## src/apfs_pkg.sv

```systemverilog
// ----------------------------------------------------------------------------
// apfs_pkg
// Shared widths, register indexes, reset values and types for the analog
// position filter and scaler.
// ----------------------------------------------------------------------------
`timescale 1ns / 1ps
`default_nettype none

package apfs_pkg;

    localparam int SAMPLE_BITS   = 12;
    localparam int POS_BITS      = 15;
    localparam int SHIFT_BITS    = 4;
    localparam int CFG_ADDR_BITS = 3;
    localparam int NUM_BITS      = SAMPLE_BITS + 1 + POS_BITS;
    localparam int STEP_CNT_BITS = $clog2(POS_BITS);

    typedef logic [SAMPLE_BITS-1:0] sample_t;
    typedef logic [POS_BITS-1:0]    pos_t;
    typedef logic [SHIFT_BITS-1:0]  shift_t;
    typedef logic [CFG_ADDR_BITS-1:0] cfg_addr_t;

    localparam shift_t SHIFT_MAX = shift_t'(8);

    localparam sample_t LOW_RESET   = sample_t'(120);
    localparam sample_t HIGH_RESET  = sample_t'(3970);
    localparam shift_t  SHIFT_RESET = shift_t'(2);

    localparam cfg_addr_t CFG_LOW_X  = cfg_addr_t'(0);
    localparam cfg_addr_t CFG_HIGH_X = cfg_addr_t'(1);
    localparam cfg_addr_t CFG_LOW_Y  = cfg_addr_t'(2);
    localparam cfg_addr_t CFG_HIGH_Y = cfg_addr_t'(3);
    localparam cfg_addr_t CFG_SHIFT  = cfg_addr_t'(4);
    localparam cfg_addr_t CFG_FLIP_X = cfg_addr_t'(5);
    localparam cfg_addr_t CFG_FLIP_Y = cfg_addr_t'(6);

    localparam logic [STEP_CNT_BITS-1:0] LAST_STEP = STEP_CNT_BITS'(POS_BITS - 1);

    typedef enum logic [1:0] {
        ST_IDLE,
        ST_PREP,
        ST_DIV,
        ST_OUT
    } state_t;

    typedef struct packed {
        logic filt;
        logic load;
        logic prep;
        logic step;
    } lane_ctrl_t;

endpackage

`default_nettype wire

```

## src/apfs_lane.sv

```systemverilog
// ----------------------------------------------------------------------------
// apfs_lane
// One axis: moving-average filter state, window clamp, scale by full range
// and a restoring divider that yields one quotient bit per cycle.
// ----------------------------------------------------------------------------
`timescale 1ns / 1ps
`default_nettype none

module apfs_lane import apfs_pkg::*; (
    input  wire logic       aclk,
    input  wire logic       aresetn,
    input  wire lane_ctrl_t ctrl,
    input  wire sample_t    sample,
    input  wire shift_t     shift,
    input  wire sample_t    low,
    input  wire sample_t    high,
    input  wire logic       flip,
    output sample_t         smoothed,
    output pos_t            pos
);

    sample_t                 smoothed_reg, smoothed_next;
    logic [SAMPLE_BITS:0]    rem_reg, rem_next;
    logic [SAMPLE_BITS:0]    denom_reg, denom_next;
    pos_t                    quot_reg, quot_next;

    sample_t                 cur;
    logic signed [SAMPLE_BITS:0] diff;
    logic signed [SAMPLE_BITS:0] delta;
    logic [SAMPLE_BITS:0]    sum;
    logic [SAMPLE_BITS:0]    lo_ext, hi_ext, v_ext, v_clamp, span;
    logic [NUM_BITS-1:0]     num;
    logic [SAMPLE_BITS+1:0]  trial;
    logic [SAMPLE_BITS+1:0]  trial_sub;
    logic                    ge;

    always_comb begin
        cur   = ctrl.load ? sample : smoothed_reg;
        diff  = $signed({1'b0, sample}) - $signed({1'b0, cur});
        delta = diff >>> shift;
        sum   = {1'b0, cur} + $unsigned(delta);
        smoothed_next = smoothed_reg;
        if (ctrl.filt) begin
            smoothed_next = (shift == '0) ? sample : sum[SAMPLE_BITS-1:0];
        end
    end

    always_comb begin
        lo_ext = {1'b0, low};
        hi_ext = (high <= low) ? lo_ext + 1'b1 : {1'b0, high};
        v_ext  = {1'b0, smoothed_reg};
        if (v_ext < lo_ext) begin
            v_clamp = lo_ext;
        end else if (v_ext > hi_ext) begin
            v_clamp = hi_ext;
        end else begin
            v_clamp = v_ext;
        end
        span = v_clamp - lo_ext;
        num  = {span, {POS_BITS{1'b0}}} - {{POS_BITS{1'b0}}, span};

        trial     = {rem_reg, quot_reg[POS_BITS-1]};
        trial_sub = trial - {1'b0, denom_reg};
        ge        = (trial >= {1'b0, denom_reg});

        rem_next   = rem_reg;
        denom_next = denom_reg;
        quot_next  = quot_reg;
        if (ctrl.prep) begin
            rem_next   = num[NUM_BITS-1:POS_BITS];
            quot_next  = num[POS_BITS-1:0];
            denom_next = hi_ext - lo_ext;
        end else if (ctrl.step) begin
            rem_next  = ge ? trial_sub[SAMPLE_BITS:0] : trial[SAMPLE_BITS:0];
            quot_next = {quot_reg[POS_BITS-2:0], ge};
        end
    end

    always_ff @(posedge aclk) begin
        if (!aresetn) begin
            smoothed_reg <= '0;
        end else begin
            smoothed_reg <= smoothed_next;
        end
    end

    always_ff @(posedge aclk) begin
        rem_reg   <= rem_next;
        denom_reg <= denom_next;
        quot_reg  <= quot_next;
    end

    assign smoothed = smoothed_reg;
    assign pos      = flip ? ~quot_reg : quot_reg;

endmodule

`default_nettype wire

```

## src/analog_position_filter_scaler.sv

```systemverilog
// ----------------------------------------------------------------------------
// analog_position_filter_scaler
// Two-axis moving-average filter with calibrated window scaling to 0..32767.
// ----------------------------------------------------------------------------
//  channel   ports                          handshake
//  input     s_sample_x, s_sample_y         s_valid / s_ready
//  result    m_pos_x, m_pos_y               m_valid / m_ready
//  config    cfg_addr, cfg_wdata            cfg_we, single cycle
//
//  m_valid rises once a sample transfer has passed every step: the filter
//  updates at the transfer edge, then ST_PREP clamps and scales, ST_DIV runs
//  the divider (one quotient bit per cycle in each lane) and ST_OUT loads the
//  output register, waiting while an earlier result is still not taken.
//  A new item is taken once the lanes are idle, even while a result waits.
//  Synchronous active-low reset restores the calibration and clears the control and filter state.
// ----------------------------------------------------------------------------
`timescale 1ns / 1ps
`default_nettype none

module analog_position_filter_scaler import apfs_pkg::*; (
    input  wire logic      aclk,
    input  wire logic      aresetn,
    input  wire logic      s_valid,
    output logic           s_ready,
    input  wire sample_t   s_sample_x,
    input  wire sample_t   s_sample_y,
    output logic           m_valid,
    input  wire logic      m_ready,
    output pos_t           m_pos_x,
    output pos_t           m_pos_y,
    input  wire logic      cfg_we,
    input  wire cfg_addr_t cfg_addr,
    input  wire sample_t   cfg_wdata
);

    sample_t low_x_reg, high_x_reg, low_y_reg, high_y_reg;
    shift_t  shift_reg;
    logic    flip_x_reg, flip_y_reg;

    state_t                   state_reg, state_next;
    logic [STEP_CNT_BITS-1:0] step_cnt_reg, step_cnt_next;
    logic                     m_valid_reg, m_valid_next;
    pos_t                     m_pos_x_reg, m_pos_y_reg;
    logic                     out_load;

    lane_ctrl_t ctrl;
    shift_t     shift_eff;
    sample_t    smoothed_x, smoothed_y;
    pos_t       lane_pos_x, lane_pos_y;

    always_ff @(posedge aclk) begin
        if (!aresetn) begin
            low_x_reg  <= LOW_RESET;
            high_x_reg <= HIGH_RESET;
            low_y_reg  <= LOW_RESET;
            high_y_reg <= HIGH_RESET;
            shift_reg  <= SHIFT_RESET;
            flip_x_reg <= 1'b0;
            flip_y_reg <= 1'b0;
        end else if (cfg_we) begin
            unique case (cfg_addr)
                CFG_LOW_X:  low_x_reg  <= cfg_wdata;
                CFG_HIGH_X: high_x_reg <= cfg_wdata;
                CFG_LOW_Y:  low_y_reg  <= cfg_wdata;
                CFG_HIGH_Y: high_y_reg <= cfg_wdata;
                CFG_SHIFT:  shift_reg  <= cfg_wdata[SHIFT_BITS-1:0];
                CFG_FLIP_X: flip_x_reg <= cfg_wdata[0];
                CFG_FLIP_Y: flip_y_reg <= cfg_wdata[0];
                default: ;
            endcase
        end
    end

    assign shift_eff = (shift_reg > SHIFT_MAX) ? SHIFT_MAX : shift_reg;

    always_comb begin
        state_next    = state_reg;
        step_cnt_next = step_cnt_reg;
        m_valid_next  = m_valid_reg;
        out_load      = 1'b0;
        s_ready       = 1'b0;
        ctrl          = '0;
        if (m_valid_reg && m_ready) begin
            m_valid_next = 1'b0;
        end
        unique case (state_reg)
            ST_IDLE: begin
                s_ready   = 1'b1;
                ctrl.filt = s_valid;
                ctrl.load = (smoothed_x == '0) && (smoothed_y == '0);
                if (s_valid) begin
                    state_next = ST_PREP;
                end
            end
            ST_PREP: begin
                ctrl.prep     = 1'b1;
                step_cnt_next = '0;
                state_next    = ST_DIV;
            end
            ST_DIV: begin
                ctrl.step     = 1'b1;
                step_cnt_next = step_cnt_reg + 1'b1;
                if (step_cnt_reg == LAST_STEP) begin
                    state_next = ST_OUT;
                end
            end
            ST_OUT: begin
                if (!m_valid_reg || m_ready) begin
                    out_load     = 1'b1;
                    m_valid_next = 1'b1;
                    state_next   = ST_IDLE;
                end
            end
            default: state_next = ST_IDLE;
        endcase
    end

    always_ff @(posedge aclk) begin
        if (!aresetn) begin
            state_reg    <= ST_IDLE;
            step_cnt_reg <= '0;
            m_valid_reg  <= 1'b0;
        end else begin
            state_reg    <= state_next;
            step_cnt_reg <= step_cnt_next;
            m_valid_reg  <= m_valid_next;
        end
    end

    always_ff @(posedge aclk) begin
        if (out_load) begin
            m_pos_x_reg <= lane_pos_x;
            m_pos_y_reg <= lane_pos_y;
        end
    end

    apfs_lane u_lane_x (
        .aclk     (aclk),
        .aresetn  (aresetn),
        .ctrl     (ctrl),
        .sample   (s_sample_x),
        .shift    (shift_eff),
        .low      (low_x_reg),
        .high     (high_x_reg),
        .flip     (flip_x_reg),
        .smoothed (smoothed_x),
        .pos      (lane_pos_x)
    );

    apfs_lane u_lane_y (
        .aclk     (aclk),
        .aresetn  (aresetn),
        .ctrl     (ctrl),
        .sample   (s_sample_y),
        .shift    (shift_eff),
        .low      (low_y_reg),
        .high     (high_y_reg),
        .flip     (flip_y_reg),
        .smoothed (smoothed_y),
        .pos      (lane_pos_y)
    );

    assign m_valid = m_valid_reg;
    assign m_pos_x = m_pos_x_reg;
    assign m_pos_y = m_pos_y_reg;

endmodule

`default_nettype wire

```

## config.mk

```make
export PLATFORM = sky130hd
export DESIGN_NAME = analog_position_filter_scaler
export DESIGN_NICKNAME = d
export VERILOG_FILES = /design/src/apfs_pkg.sv /design/src/apfs_lane.sv /design/src/analog_position_filter_scaler.sv
export SDC_FILE = /design/constraint.sdc
export NUM_CORES = 1
export LEC_CHECK = 0
export ABC_CLOCK_PERIOD_IN_PS = 7750
export BUFFER_PORTS_ARGS = -buffer_cell sky130_fd_sc_hd__buf_2
export CORE_UTILIZATION = 45
export CTS_CLUSTER_DIAMETER = 120
export DETAILED_ROUTE_END_ITERATION = 10
export GPL_ROUTABILITY_DRIVEN = 0
export PLACE_DENSITY = 0.75
export RECOVER_POWER = 100
export SYNTH_ARGS = -nofsm -noshare
export SYNTH_HDL_FRONTEND = slang
export SYNTH_HIERARCHICAL = 1
export SYNTH_SLANG_ARGS = --single-unit
```

## constraint.sdc

```tcl
create_clock -name aclk -period 7.75 [get_ports aclk]
set_clock_uncertainty 0.2 [all_clocks]
set_input_delay 1.55 -clock aclk [delete_from_list [all_inputs] [get_ports aclk]]
set_output_delay 1.55 -clock aclk [all_outputs]
set_load 0.005 [all_outputs]
```

==> run_summary.xml <==
<?xml version="1.0" encoding="UTF-8"?>
<metrics>
  <group name="clock_tree">
    <metric name="cts-hold-fix-buffers" unit="">0</metric>
    <metric name="clk_transition_reported_paths" unit="ps">80</metric>
    <metric name="ctsLongestPathBuffers" unit="">2</metric>
    <metric name="clock_tree.htree_level_count" unit="">4</metric>
    <metric name="clock_sinks" unit="">197</metric>
    <metric name="clock_root_buffer" unit="">sky130_fd_sc_hd__clkbuf_16</metric>
    <metric name="cts_tree" unit="">done</metric>
    <metric name="worst_skew_pair.late_latency" unit="ps">450</metric>
    <metric name="numCtsBuffers" unit="">17</metric>
  </group>
  <group name="critical_path">
    <metric name="cp_data_required_time" unit="ps">7630</metric>
    <metric name="cp_slowest_stage_delay" unit="ps">620</metric>
    <metric name="cp_common_cell" unit="">sky130_fd_sc_hd__ha_1</metric>
    <metric name="crit_path_end_kind" unit="">flop</metric>
    <metric name="critPathMaxFanout" unit="">12</metric>
    <metric name="cp_slowest_cell" unit="">sky130_fd_sc_hd__o311ai_0</metric>
    <metric name="nature_of_the_critical_path_startpoint" unit="">flop</metric>
    <metric name="worst-setup-path-type" unit="">reg2reg</metric>
    <metric name="cp.arrival" unit="ps">7330</metric>
  </group>
  <group name="timing">
    <metric name="min_period_over_period" unit="%">96.2</metric>
    <metric name="slew_headroom" unit="%">-111</metric>
    <metric name="fin_crit" unit="ps">7460</metric>
    <metric name="fmax" unit="MHz">134</metric>
    <metric name="timing.final.setup_violations" unit="">0</metric>
    <metric name="slew_viol_final" unit="">204</metric>
    <metric name="fin_tns_setup" unit="ps">0</metric>
    <metric name="minimum_setup_slack_in_the_final_design" unit="ps">294</metric>
    <metric name="hold_violations" unit="">0</metric>
    <metric name="worst_pin_slew" unit="ps">3170</metric>
    <metric name="rsz0062_at_grt" unit="">false</metric>
  </group>
  <group name="routing">
    <metric name="finalWirelength" unit="mm">48.5</metric>
    <metric name="drt_pre_antenna_iters" unit="">6</metric>
    <metric name="number_of_nets_still_failing_antenna_checks_after_routing" unit="">0</metric>
    <metric name="wl_per_cell" unit="um">17.4</metric>
    <metric name="detailroute.via_count" unit="">16656</metric>
    <metric name="vias_per_cell" unit="">5.97</metric>
    <metric name="drtIter0Drc" unit="">1400</metric>
    <metric name="drc" unit="">0</metric>
  </group>
  <group name="global_route">
    <metric name="antenna_found_initial" unit="">6</metric>
    <metric name="first_global_vias" unit="">15736</metric>
    <metric name="grt_pass1_wl" unit="mm">78.0</metric>
    <metric name="grt_util_all_layers" unit="%">22.7</metric>
    <metric name="grt_start_max_net_pins" unit="">81</metric>
    <metric name="overflow" unit="">0</metric>
  </group>
  <group name="final_layout">
    <metric name="flow.area_growth_from_synthesis" unit="%">7.93</metric>
    <metric name="fillers" unit="">3841</metric>
    <metric name="layout.nets" unit="">2497</metric>
    <metric name="fraction_of_final_layout_cells_sized_beyond_drive_strength_1" unit="%">9.09</metric>
  </group>
  <group name="run">
    <metric name="maxCapViolations" unit="">4</metric>
  </group>
  <group name="synthesis">
    <metric name="synth.area.mux_share" unit="%">6.86</metric>
    <metric name="synth_enable_flop_cells" unit="">112</metric>
    <metric name="flip_flop_and_latch_count_after_synthesis" unit="">197</metric>
    <metric name="synth_fa_ha_area_share" unit="%">14.5</metric>
    <metric name="synth-warning-count" unit="">6</metric>
    <metric name="combinational_family_with_the_most_area_after_synthesis" unit="">compound AO/OA/AOI/OAI gates</metric>
    <metric name="synth.distinct_cells" unit="">103</metric>
    <metric name="syn-mean-instance-area" unit="um^2">8.48</metric>
    <metric name="synth.net_count" unit="">2465</metric>
    <metric name="ys.flop_type" unit="">sky130_fd_sc_hd__edfxtp_1</metric>
    <metric name="synth_cells" unit="">2210</metric>
    <metric name="synth_async_sr_flop_share" unit="%">0</metric>
    <metric name="compound_cell_area_share_of_the_yosys_netlist" unit="%">20.7</metric>
    <metric name="netlist_top_cells_count" unit="">225 x sky130_fd_sc_hd__nand2_1, 201 x sky130_fd_sc_hd__ha_1, 171 x sky130_fd_sc_hd__inv_1, 169 x sky130_fd_sc_hd__nor2_1, 151 x sky130_fd_sc_hd__a21oi_1</metric>
    <metric name="synth-simple-area-share" unit="%">18.2</metric>
    <metric name="synth.cell_area" unit="um^2">18700</metric>
    <metric name="synth.top_cells.by_area" unit="">sky130_fd_sc_hd__edfxtp_1 18%, sky130_fd_sc_hd__ha_1 13%, sky130_fd_sc_hd__dfxtp_1 9.1%, sky130_fd_sc_hd__nand2_1 4.5%, sky130_fd_sc_hd__mux2i_1 4.4%</metric>
    <metric name="post_synth_xor_area_fraction" unit="%">7.14</metric>
    <metric name="yosysMostFrequentCell" unit="">sky130_fd_sc_hd__nand2_1</metric>
    <metric name="synthDominantAreaCellType" unit="">sky130_fd_sc_hd__edfxtp_1</metric>
    <metric name="synth.top_cell.area_share" unit="%">17.9</metric>
    <metric name="synth_sequential_area_ratio" unit="%">27.0</metric>
  </group>
  <group name="die">
    <metric name="placeableCoreArea" unit="um^2">40900</metric>
    <metric name="boundaryPins" unit="">76</metric>
    <metric name="die_x" unit="um">206</metric>
    <metric name="start_util" unit="%">45.8</metric>
    <metric name="die_height" unit="um">206</metric>
    <metric name="die_area" unit="um^2">42500</metric>
    <metric name="num_rows" unit="">74</metric>
  </group>
  <group name="power">
    <metric name="irDropWorstVdd" unit="V">0.000224</metric>
    <metric name="power.density" unit="nW/um^2">466</metric>
    <metric name="combPwrFrac" unit="%">70.2</metric>
    <metric name="net-switching-power" unit="uW">4560</metric>
    <metric name="p_int" unit="uW">4860</metric>
    <metric name="power.sequential.fraction" unit="%">20.0</metric>
    <metric name="static-leakage-power" unit="uW">0.00862</metric>
    <metric name="power.clock.fraction" unit="%">9.8</metric>
    <metric name="power_switching_share" unit="%">48.4</metric>
  </group>
  <group name="placed_design">
    <metric name="post-place-ws" unit="ps">395</metric>
    <metric name="dp.final_hpwl" unit="mm">38.0</metric>
    <metric name="port-buffer-count" unit="">75</metric>
  </group>
  <group name="hold_path">
    <metric name="min-delay-path-class" unit="">reg2reg</metric>
  </group>
  <group name="run_status">
    <metric name="violations" unit="">max-capacitance violations, max-slew violations</metric>
    <metric name="outcome" unit="">complete, but fails checks</metric>
  </group>
</metrics>
-- repair_timing --
| item | CTS | global route |
|---|---|---|
| setup buffers | 0 | 2 |
| setup endpoints to repair | 0 | 31 |
| gates resized for setup | 0 | 13 |
-- layout by cell type, fill, tap and decap left out, drive strengths merged, types with 21 or more instances in the layout --
cell and count:
nand2b 24, a21boi 39, dfxtp 85, xor2 72, mux2i 83, nor2 169, inv 177, mux2 34
a211oi 38, xnor2 79, o211ai 21, o21a 50, edfxtp 112, buf 80, a21oi 151, o21ai 84
nor3 46, ha 201, nor2b 35, a21o 36, nand3 73, nand2 225, clkbuf 39
-- power groups by stage --
| stage | clock (uW) | sequential, uW | combinational (uW) |
|---|---|---|---|
| 3_3_place_gp | 0 | 1880 | 6190 |
| 5_1_grt | 983 | 1910 | 7310 |
| 2_1_floorplan | 0 | 1790 | 5100 |
| 3_5_place_dp | 0 | 1890 | 6380 |
| 6_report | 923 | 1880 | 6620 |
| 4_1_cts | 942 | 1870 | 6430 |
-- cell type report --
type                    count  area (um^2)  area share (%)
flip-flops and latches    197         5070            25.1
inverters                 175          657            3.25
multi-input cells        1751        12700            62.8
repair buffers            100          528            2.61
clock buffers              19          454            2.25
diodes                      1         2.50          0.0124
clock inverters            13          145           0.718
well taps                 532          666            3.29
-- metal layers --
layer | up-vias | global-route usage, % | share of wire [%]
met2 | 629 | 35.8 | 44
met4 | 10 | 7.51 | 2.4
met3 | 88 | 3.69 | 7.2
li1 | 8082 | - | -
met5 | - | 0 | 0.13
met1 | 7847 | 31.5 | 46
-- metrics by stage --
| stage | cell area, um^2 | hold WS [ps] | utilization (%) | instances | power (uW) |
|---|---|---|---|---|---|
| 3_3_place_gp | 19600 | 246 | 47.9 | 2753 | 8070 |
| 6_report | 20200 | 276 | 49.4 | 2788 | 9420 |
| 4_1_cts | 20200 | 279 | 49.3 | 2785 | 9240 |
| 5_1_grt | 20200 | 312 | 49.4 | 2788 | 10200 |
| 3_5_place_dp | 19600 | 262 | 47.9 | 2753 | 8270 |
| 2_1_floorplan | 18700 | 233 | - | 2210 | 6880 |
-- cells by family (layout without fill, tap and decap cells) --
group	after synthesis	after routing
adder cells (fa/ha/maj)	211	211
flip-flops	197	197
AND/OR/NAND/NOR	699	699
other	0	1
XOR/XNOR	151	151
AO/OA/AOI/OAI	570	570
multiplexers	120	120
buffers and inverters	262	307
-- critical path: cells and delay by family (launching register included) --
kind,cells,cell delay [ps]
AOI/OAI and AO/OA,10,2400
and+or+nand+nor,8,1700
adders and majority gates,3,860
muxes,3,850
buffers and inverters,3,650
DFF,1,400
-- worst paths after layout --
path | startpoint | to | slack, ps | cells after the start
setup / recovery | low_x_reg[1] | u_lane_x/rem_reg[11] | 290 | 27
hold / removal | shift_reg[1] | shift_reg[1] | 280 | 2
setup reg to reg | low_x_reg[1] | u_lane_x/rem_reg[11] | 290 | 27
hold reg to reg | shift_reg[1] | shift_reg[1] | 280 | 2
No activity file was read; power rests on OpenSTA's default activity.
